### config.mk
export PLATFORM = sky130hd
export DESIGN_NAME = goc_div
export DESIGN_NICKNAME = d
export VERILOG_FILES = /design/src/rtl/goc_pkg.sv /design/src/rtl/goc_div.sv
export SDC_FILE = /design/constraint.sdc
export NUM_CORES = 1
export LEC_CHECK = 0
export BUFFER_PORTS_ARGS = -buffer_cell sky130_fd_sc_hd__buf_2
export CORE_ASPECT_RATIO = 0.8
export CORE_UTILIZATION = 30
export CTS_CLUSTER_SIZE = 14
export DETAILED_ROUTE_END_ITERATION = 16
export GPL_ROUTABILITY_DRIVEN = 0
export PLACE_DENSITY_LB_ADDON = 0.08
export REMOVE_ABC_BUFFERS = 1
export SLEW_MARGIN = 20
export SYNTH_ARGS = -nofsm -noshare
export SYNTH_HDL_FRONTEND = slang
export SYNTH_SLANG_ARGS = --single-unit
### constraint.sdc
create_clock -name clk -period 4.6 [get_ports clk]
set_input_delay 0.23 -clock clk [delete_from_list [all_inputs] [get_ports clk]]
set_output_delay 0.23 -clock clk [all_outputs]
set_load 0.02 [all_outputs]
### src/rtl/goc_pkg.sv
// ----------------------------------------------------------------------------
// goc_pkg
// Types, constants and helpers shared by the occupancy calculator pipeline.
// ----------------------------------------------------------------------------
package goc_pkg;

  localparam int LANES     = 8;   // lane 0 is the requested block size
  localparam int TRIALS    = 7;
  localparam int SIZE_W    = 11;
  localparam int BLK_W     = 7;   // resident blocks never exceed the block limit
  localparam int DIV_W     = 20;
  localparam int QUO_STEPS = 11;
  localparam int QUO_W     = QUO_STEPS + 1;
  localparam int DIV_LAT   = QUO_STEPS + 1;
  localparam int OCC_W     = BLK_W + SIZE_W;
  localparam int CFG_W     = 19;
  localparam int CFG_IDX_W = 3;

  localparam logic [SIZE_W-1:0] MAX_BLOCK_THREADS = 11'd1024;

  localparam logic [SIZE_W-1:0] TRIAL_TABLE [TRIALS] =
    '{11'd32, 11'd64, 11'd128, 11'd256, 11'd512, 11'd768, 11'd1024};

  localparam logic [1:0] STATUS_OK      = 2'd0;
  localparam logic [1:0] STATUS_NOT_FN  = 2'd1;
  localparam logic [1:0] STATUS_BS_ZERO = 2'd2;

  localparam logic [CFG_IDX_W-1:0] CFG_THREADS_PER_SM = 3'd0;
  localparam logic [CFG_IDX_W-1:0] CFG_BLOCKS_LIMIT   = 3'd1;
  localparam logic [CFG_IDX_W-1:0] CFG_WARP_WIDTH     = 3'd2;
  localparam logic [CFG_IDX_W-1:0] CFG_REGS_PER_SM    = 3'd3;
  localparam logic [CFG_IDX_W-1:0] CFG_SMEM_PER_SM    = 3'd4;
  localparam logic [CFG_IDX_W-1:0] CFG_SM_COUNT       = 3'd5;
  localparam logic [CFG_IDX_W-1:0] CFG_COOP_SUPPORTED = 3'd6;

  typedef struct packed {
    logic        is_function;
    logic [7:0]  regs_per_thread;
    logic [18:0] static_smem_bytes;
    logic [18:0] dynamic_smem_bytes;
    logic [10:0] blk_threads;
    logic [10:0] blk_threads_cap;
    logic [10:0] kernel_max_threads;
  } cmd_t;

  typedef struct packed {
    logic [1:0]  status;
    logic [12:0] max_active_blocks;
    logic [22:0] cooperative_blocks;
    logic [10:0] best_blk_threads;
    logic [22:0] min_grid_size;
  } res_t;

  // per-transaction fields carried alongside the datapath
  typedef struct packed {
    logic              is_function;
    logic [7:0]        regs;
    logic [DIV_W-1:0]  smem_total;
    logic [SIZE_W-1:0] blk_threads;
    logic [SIZE_W-1:0] cap;
  } ctx_t;

  function automatic logic [SIZE_W-1:0] lane_size(logic [SIZE_W-1:0] bs, int lane);
    logic [SIZE_W-1:0] sz;
    if (lane == 0) sz = bs;
    else sz = TRIAL_TABLE[lane-1];
    return sz;
  endfunction

endpackage

### src/rtl/goc_div.sv
// ----------------------------------------------------------------------------
// goc_div
// Pipelined restoring divider, one quotient bit per stage. Quotients of
// 2048 or more saturate to 2048; the remainder is only good when unsaturated.
// ----------------------------------------------------------------------------
module goc_div (
  input  logic                       clk,
  input  logic [goc_pkg::DIV_W-1:0]  num,
  input  logic [goc_pkg::DIV_W-1:0]  den,
  output logic [goc_pkg::QUO_W-1:0]  quo,
  output logic [goc_pkg::DIV_W-1:0]  rem
);
  import goc_pkg::*;

  logic [DIV_W-1:0]     r   [QUO_STEPS+1];
  logic [DIV_W-1:0]     d   [QUO_STEPS];
  logic [QUO_STEPS-1:0] q   [QUO_STEPS+1];
  logic                 sat [QUO_STEPS+1];

  always_ff @(posedge clk) begin
    r[0]   <= num;
    d[0]   <= den;
    q[0]   <= '0;
    sat[0] <= (num >> QUO_STEPS) >= den;
  end

  for (genvar s = 0; s < QUO_STEPS; s++) begin : g_step
    localparam int B = QUO_STEPS - 1 - s;
    logic                 take;
    logic [QUO_STEPS-1:0] qbit;

    assign take = (r[s] >> B) >= d[s];
    assign qbit = QUO_STEPS'(take) << B;

    always_ff @(posedge clk) begin
      r[s+1]   <= take ? r[s] - (d[s] << B) : r[s];
      q[s+1]   <= q[s] | qbit;
      sat[s+1] <= sat[s];
    end

    if (s < QUO_STEPS - 1) begin : g_den
      always_ff @(posedge clk) begin
        d[s+1] <= d[s];
      end
    end
  end

  assign quo = sat[QUO_STEPS] ? (QUO_W'(1) << QUO_STEPS) : {1'b0, q[QUO_STEPS]};
  assign rem = r[QUO_STEPS];

endmodule

## Word-level counts from Yosys, hierarchy flattened

Memories as Yosys holds them, arrays and structs flattened.
Cells that the tools add are included.

- Logic and storage cells: 50
- Bits in registers: 0
- Bits of input ports: 41
- RAM bits: 604
- Output and inout port bits: 32
- Memories kept: 4

- Mux-type cells: 12
- $add $sub $neg: 11
- Bitwise operators: 11
- Magnitude comparators: 12

Memory list:

| name | words | bits a word | rd ports | clocked after memory_dff | write ports | RTL line | text |
|---|---|---|---|---|---|---|---|
| r | 12 | 20 | 12 | 0 | 12 | goc_div.sv:15 | `logic [DIV_W-1:0] r [QUO_STEPS+1];` |
| d | 11 | 20 | 11 | 0 | 11 | goc_div.sv:16 | `logic [DIV_W-1:0] d [QUO_STEPS];` |
| q | 12 | 11 | 12 | 0 | 12 | goc_div.sv:17 | `logic [QUO_STEPS-1:0] q [QUO_STEPS+1];` |
| sat | 12 | 1 | 12 | 0 | 12 | goc_div.sv:18 | `logic sat [QUO_STEPS+1];` |

Operators by type and width:

| operator | count |
|---|---|
| 20-bit 2-to-1 mux | 11 |
| 20-bit subtractor | 11 |
| 10-bit by 20-bit >= comparator with 1-bit output | 1 |
| 11-bit by 20-bit >= comparator with 1-bit output | 1 |
| 12-bit by 20-bit >= comparator with 1-bit output | 1 |
| 13-bit by 20-bit >= comparator with 1-bit output | 1 |
| 14-bit by 20-bit >= comparator with 1-bit output | 1 |
| 15-bit by 20-bit >= comparator with 1-bit output | 1 |
| 16-bit by 20-bit >= comparator with 1-bit output | 1 |
| 17-bit by 20-bit >= comparator with 1-bit output | 1 |
| 18-bit by 20-bit >= comparator with 1-bit output | 1 |
| 19-bit by 20-bit >= comparator with 1-bit output | 1 |
| 20-bit >= comparator | 1 |
| 9-bit by 20-bit >= comparator with 1-bit output | 1 |
| 12-bit 2-to-1 mux | 1 |
| 11-bit by 1-bit bitwise OR with 11-bit output | 1 |
| 11-bit by 10-bit bitwise OR with 11-bit output | 1 |
| 11-bit bitwise OR | 1 |
| 11-bit by 2-bit bitwise OR with 11-bit output | 1 |
| 11-bit by 3-bit bitwise OR with 11-bit output | 1 |
| 11-bit by 4-bit bitwise OR with 11-bit output | 1 |
| 11-bit by 5-bit bitwise OR with 11-bit output | 1 |
| 11-bit by 6-bit bitwise OR with 11-bit output | 1 |
| 11-bit by 7-bit bitwise OR with 11-bit output | 1 |
| other kinds (2) | 2 |

## Depth between registers and ports, before layout

Gate-level depths: netlist of run 1.
An unclocked memory read counts as a cell.

- Word-level depth: 3
- Mapped depth: 13
- Gate-level depth less buffers: 12

## Worst setup path after synthesis of run 1

OpenSTA, ideal clock, no wires.

- Path type: reg2reg
- Start point: mem r[7][3]
- End point: mem r[8][12]
- Buffers on the path: 1
- Setup time: 0.121 ns
- Slack: 1.881 ns
- Data arrival time: 2.598 ns
- Data required time: 4.479 ns
- Stages on the path, launching flop included: 13
- Period minus slack after synthesis: 2.719 ns
- Cells stage by stage: dfxtp_1 inv_1 ha_1 fa_1 nor2b_1 o31ai_1 a21o_1 o21ba_2 o211ai_1 o21ai_2 a21oi_4 buf_6 mux2_2

RTL lines:

| element | RTL line |
|---|---|
| start, declared | goc_div.sv:15 |

==> results of run 1 <==
-- cell type report --
| cell class | count | share of cell area |
|---|---|---|
| Multi-Input combinational cell | 1220 | 0.376 |
| Timing Repair Buffer | 118 | 0.0321 |
| Tap cell | 924 | 0.0460 |
| Clock buffer | 85 | 0.0674 |
| Clock inverter | 23 | 0.0161 |
| Inverter | 223 | 0.0333 |
| Sequential cell | 538 | 0.429 |
-- worst max-delay path, cell delays in order, from the launching register on --
cell	delay [ns]
dfxtp_1	0.47
ha_1	0.24
fa_1	0.22
inv_1	0.06
a21o_1	0.18
a21oi_1	0.42
o21ai_0	0.14
a221oi_1	0.51
a221o_1	0.78
inv_1	0.15
mux2_2	0.30
-- power by group --
part | internal [mW] | switching [mW] | total, mW
logic | 1.07 | 1.33 | 2.40
registers | 5.06 | 0.204 | 5.26
clock network | 3.02 | 1.95 | 4.96
total | 9.15 | 3.48 | 12.6
-- what timing repair did --
action / 4_1_cts / 5_1_grt
hold buffers: 40 / 0
buffers inserted: 0 / 0
endpoints found under the setup margin: 0 / 0
endpoints found under the hold margin: 41 / 0
-- layer usage --
metal | share of wire | track usage
met1 | 0.53 | 0.198
met2 | 0.40 | 0.192
met3 | 0.049 | 0.0264
met4 | 0.021 | 0.0387
met5 | 0 | 0
-- layout by cell type, fill, tap and decap left out, types with 11 or more instances in the layout --
master	Yosys	layout
buf_2	15	72
xor2_1	46	46
a31oi_1	11	11
nand2_1	106	106
o21a_1	16	16
o21bai_1	15	15
dlygate4sd3_1	0	40
a21o_1	58	58
clkbuf_1	11	13
o21ai_0	109	109
clkbuf_16	0	58
a21oi_1	106	106
ha_1	174	174
nor2_1	82	82
nor2b_1	36	35
nand4_1	27	27
mux2i_1	19	19
nor3_1	28	28
fa_1	11	11
dfxtp_1	538	538
mux2_4	14	14
nand3_1	26	26
mux2_2	90	90
clkbuf_8	0	14
inv_1	223	223
xnor2_1	83	83
nand2b_1	19	19
-- state kept, by name (all words and copies together) (netlist names) --
signal,flops
d,220
q,66
r,240
sat,12
-- synth_stat cells, types with 27 or more instances --
cell type | number | area (um^2)
xor2_1 | 46 | 403
nand2_1 | 106 | 398
nor2b_1 | 36 | 225
nor2_1 | 82 | 308
nor3_1 | 28 | 140
ha_1 | 174 | 2180
xnor2_1 | 83 | 727
o21ai_0 | 109 | 546
a21o_1 | 58 | 435
dfxtp_1 | 538 | 10800
a21oi_1 | 106 | 531
nand4_1 | 27 | 169
mux2_2 | 90 | 1010
inv_1 | 223 | 837
-- metrics by stage --
stage                     worst slack (ns)  instance area [um^2]  hold slack [ns]
after floorplan                       1.38                 21000            0.258
after global placement                1.09                 22600            0.310
after detailed placement              1.02                 22600            0.312
after CTS                             1.03                 25100            0.171
after global routing                 0.712                 25100            0.196
final                                 1.05                 25100            0.219
-- cells by family after synthesis --
family                   share of synthesized area
adder cells (fa/ha/maj)                      0.113
buffers and inverters                       0.0478
flip-flops                                   0.507
AO/OA/AOI/OAI                                0.125
XOR/XNOR                                    0.0532
AND/OR/NAND/NOR                             0.0864
multiplexers                                0.0671
-- worst paths after layout --
kind | startpoint | endpoint | depth (start not counted)
min | num[0] | r[0][0] | 2
min reg2reg | d[6][10] | d[7][10] | 0
max | d[6][0] | r[7][14] | 10
max reg2reg | d[6][0] | r[7][14] | 10
==> impl_metrics.toml, run 1 <==
[synthesis]
ys_ff_latch = 538
yosys_warnings = 0
ys.flop_type = "dfxtp_1"
netlist_instances = 2012
synthDistinctLibCells = 76
yosysSeqAreaShare = 0.507
async_reset_ff_frac = 0
synth-edff-count = 0
syn_avg_cell_area_um2 = 10.6
netlist_area_mm2 = 0.0212

[critical_path]
r2r_slack_ns = 1.05
required_ns = 5.11
criticalPathCategory = "reg2reg"
critPathArrivalTime_ns = 4.06
end_kind = "register"
cp_max_fo = 24
crit_path_start_kind = "register"

[finish]
area.growth.synth_to_final_pct = 18.3
antenna_cells = 0
final_cells = 3131
nFillCells = 6867
register_area_mm2 = 0.0108
multi_input_area_mm2 = 0.00945
drive_gt1_frac = 0.135
post-route-util = 0.362
final_nets = 2385

[die]
ios = 73
die_width_um = 299
num_rows = 86
initial_core_util = 0.306
design.core.area_mm2 = 0.0694
die_h_um = 240
fp.dieArea_mm2 = 0.0718

[sta]
maxSlewViolCount = 0
fin_worst_skew_ns = 0.0671
fin_crit_ns = 3.55
rsz0062_at_grt = "no"
setup_tns_ns = 0
setup_viol = 0
timing_hold_violations_final = 0
slew_headroom = 0.369
worstMarginPinSlew_ns = 0.947
finalCritPeriodShare = 0.772
max_freq_mhz = 282

[global_route]
grt_overflow_total = 0
grt_pass1_vias = 13748
grt_max_degree = 25
grt_pass1_wl_um = 75700
grt_usage = 0.133
antenna_found_initial = 1

[route]
wirelength_um = 47500
vias = 14077
avgViaCountPerCell = 4.50
ant_nets = 0
wire_per_inst_um = 15.2
drc = 0
drt_iter0_markers = 971
drt-pass1-iter-count = 6

[cts]
cts.path.max_buffers = 3
postCtsResizedCells = 0
cts_tree = "built"
ctsRootBufferMaster = "clkbuf_16"
clk_pin_slew_ns = 0.06
clock-sinks = 538
cts_made_buffers = 58
worstSkewPairLatency_ns = 0.64
htree_levels = 2

[power]
total_power_mw = 12.6
power-per-cell-area_mw_per_mm2 = 503
ir_drop_mv = 0.227
leakagePower_nw = 11.4

[place]
hpwl_um = 36900
dpl.cell_count = 2983
placement.io_buffers = 72

[run_status]
outcome = "complete, no violations"

[run]
cap_violations = 0

[hold_path]
holdCritPathClass = "in2reg"
No activity file was read; power rests on OpenSTA's default activity.
==> run 2, diff against run 1 <==
--- a/config.mk
+++ b/config.mk
@@ -5,6 +5,7 @@
 export SDC_FILE = /design/constraint.sdc
 export NUM_CORES = 1
 export LEC_CHECK = 0
+export ABC_AREA = 1
 export BUFFER_PORTS_ARGS = -buffer_cell sky130_fd_sc_hd__buf_2
 export CORE_ASPECT_RATIO = 0.8
 export CORE_UTILIZATION = 30
==> constraint.sdc (replaced) <==
create_clock -name clk -period 3.6 [get_ports clk]
set_input_delay 0.18 -clock clk [delete_from_list [all_inputs] [get_ports clk]]
set_output_delay 0.18 -clock clk [all_outputs]
set_load 0.02 [all_outputs]
==> run 2 against run 1 <==
Routed wire length up 36%; count of clock-buffer cells in the layout down 9; first-iteration DRC count up 27%; sequential power up 30%; critical path depth down 1; worst hold slack worse by 0.027 ns; cell area up 7.5%; fmax up 31%; largest cell class unchanged; via count up 29%; register-to-register slack worse by 0.16 ns; setup slack worse by 0.16 ns; global-route usage up 3.1 points; critical endpoint is now r[5][6].
==> impl_metrics.toml, run 2 <==
[critical_path]
slowest_delay_ns = 0.66
slowest_stage = "o21ai_0"
crit_start = "d[4][9]"
end_kind = "register"
critPathArrivalTime_ns = 3.15
r2r_end = "r[5][6]"
crit_path_start_kind = "register"
r2r_slack_ns = 0.89
r2r_cells = 9
rr_startpoint = "d[4][9]"
required_ns = 4.04
worstPathCellList = "inv_1 > ha_1 > inv_1 > o21ai_1 > a21oi_1 > nand2_1 > nand2_1 > nand4_4 > o21ai_0"
cp_max_fo = 17
criticalPathCategory = "reg2reg"

[synthesis]
synth_top_cell_area_share = 0.464
synthDistinctLibCells = 43
yosysSeqAreaShare = 0.464
synth-edff-count = 0
syn_avg_cell_area_um2 = 8.05
synth.most_common_cell = "nand2_1"
netlist_area_mm2 = 0.0232
yosys_warnings = 0
ys.flop_type = "dfxtp_1"
synthTopCellsByCount = "825 x nand2_1, 538 x dfxtp_1, 392 x inv_1"
netlist_instances = 2886
yosys.area.top_type = "dfxtp_1"
async_reset_ff_frac = 0
ys_ff_latch = 538
synth_area_leaders = "dfxtp_1 46%, nand2_1 13%, ha_1 9.4%, inv_1 6.3%, nand3_1 3.7%"

[run]
cap_violations = 0

[finish]
reg.largest.list = "r x240, d x220, q x66"
final_cell_mix = "825 x nand2_1, 538 x dfxtp_1, 392 x inv_1"
nFillCells = 7931
final_common_cell = "nand2_1"
regMostFlops = "r"
largest_reg_flops = 240
final_nets = 3257
area.growth.synth_to_final_pct = 16.3
drive_gt1_frac = 0.0851

[route]
vias = 18217
drt_iter0_markers = 1237
drc = 0
drt-pass1-iter-count = 7
wirelength_um = 64600
avgViaCountPerCell = 4.45
ant_nets = 0
wire_per_inst_um = 15.8

[global_route]
grt_pass1_vias = 17717
antenna_found_initial = 1
grt_max_degree = 25
grt_pass1_wl_um = 101000
grt_usage = 0.164
grt_overflow_total = 0

[power]
p_seq_frac = 0.419
power-per-cell-area_mw_per_mm2 = 603
switching_share = 0.311
intPower_mw = 11.2
pwr-share-comb = 0.211
ir_drop_mv = 0.351
leakagePower_nw = 13.7
clkPwrFrac = 0.370
switching_power_mw = 5.06

[sta]
timing_hold_violations_final = 0
fin_worst_skew_ns = 0.0263
setup_viol = 0
slew_headroom = 0.371
rsz0062_at_grt = "no"
fin_crit_ns = 2.71
max_freq_mhz = 368
worstMarginPinSlew_ns = 0.944
layout_setup_ws_ns = 0.886
finalCritPeriodShare = 0.754
setup_tns_ns = 0
maxSlewViolCount = 0
whs_ns = 0.193

[die]
die_h_um = 251
ios = 73
initial_core_util = 0.306
design.core.area_mm2 = 0.0760
die_width_um = 313
fp.dieArea_mm2 = 0.0785
num_rows = 90

[hold_path]
whs_endpoint = "r[0][0]"
min_from = "num[0]"
holdCritPathClass = "in2reg"
whs_path_depth = 2

[place]
post-place-ws_ns = 1.00
placement.io_buffers = 72
hpwl_um = 51700

[cts]
worstSkewPairLatency_ns = 0.63
cts.path.max_buffers = 3
clk_pin_slew_ns = 0.06
cts_setup_buffers = 0
clock-sinks = 538
ctsRootBufferMaster = "clkbuf_16"
cts_tree = "built"
cts_made_buffers = 58
htree_levels = 2

[run_status]
outcome = "complete, no violations"
-- run 2: through the flow --
stage                     std cells  instance area, um^2   util  power [mW]
after floorplan                2854                23000      -        9.31
after global placement         3943                24600  0.324        10.3
after detailed placement       3943                24600  0.324        10.3
after CTS                      4090                27000  0.355        16.5
after global routing           4090                27000  0.355        17.3
final                          4091                27000  0.355        16.3
-- run 2: routing by layer --
metal	share of wire	GRT usage	up-vias
li1	-	-	9489
met1	0.56	0.266	8247
met4	0.022	0.0425	0
met2	0.36	0.213	395
met3	0.058	0.0309	86
met5	0	0	-
-- run 2: power by group through the flow --
stage	logic [mW]	clock network, mW	registers, mW
final	3.43	6.02	6.82
after global routing	3.90	6.51	6.87
after CTS	3.42	6.26	6.83
after detailed placement	3.37	0	6.95
after global placement	3.37	0	6.96
after floorplan	2.40	0	6.91
-- run 2: how the worst max path moves through the flow --
| stage | to | slack (ns) | cells after the start |
|---|---|---|---|
| 5_1_grt | r[5][6] | 0.77 | 9 |
| 4_1_cts | r[5][6] | 0.95 | 9 |
| 2_1_floorplan | r[9][19] | 1.51 | 12 |
| 3_5_place_dp | r[5][6] | 1.00 | 9 |
| 6_report | r[5][6] | 0.89 | 9 |
| 3_3_place_gp | r[5][6] | 0.98 | 9 |
-- run 2: kinds of logic (layout without fill, tap and decap cells) --
| logic type | Yosys count | after routing | synth area share |
|---|---|---|---|
| adders and majority gates | 185 | 185 | 0.103 |
| buffers and inverters | 443 | 635 | 0.0770 |
| and+or+nand+nor | 1346 | 1346 | 0.254 |
| AOI/OAI and AO/OA | 280 | 280 | 0.0667 |
| other | 0 | 1 | 0 |
| xor gates and xnor gates | 94 | 94 | 0.0354 |
| DFF | 538 | 538 | 0.464 |
-- run 2: what timing repair did --
| item | CTS | global route |
|---|---|---|
| hold buffers | 40 | 0 |
| hold endpoints to repair | 41 | 0 |
| endpoints found under the setup margin | 0 | 0 |
| resized for setup | 0 | 0 |
-- run 2: critical path: cells and delay by family, from the launching register on --
kind	cells	cell delay, ns
AOI/OAI and AO/OA	3	1.04
and+or+nand+nor	3	0.50
DFF	1	0.42
buffers and inverters	2	0.18
adders and majority gates	1	0.38
-- run 2: area by class of cell --
cell class,instances,area [um^2],area share
clock buffer,76,1650,0.0611
antenna,1,2.50,0.0000927
tap,1012,1270,0.0469
inverter,411,1550,0.0573
timing repair buffer,117,798,0.0296
multi-input combinational,1905,10700,0.395
clock inverter,31,305,0.0113
sequential,538,10800,0.399
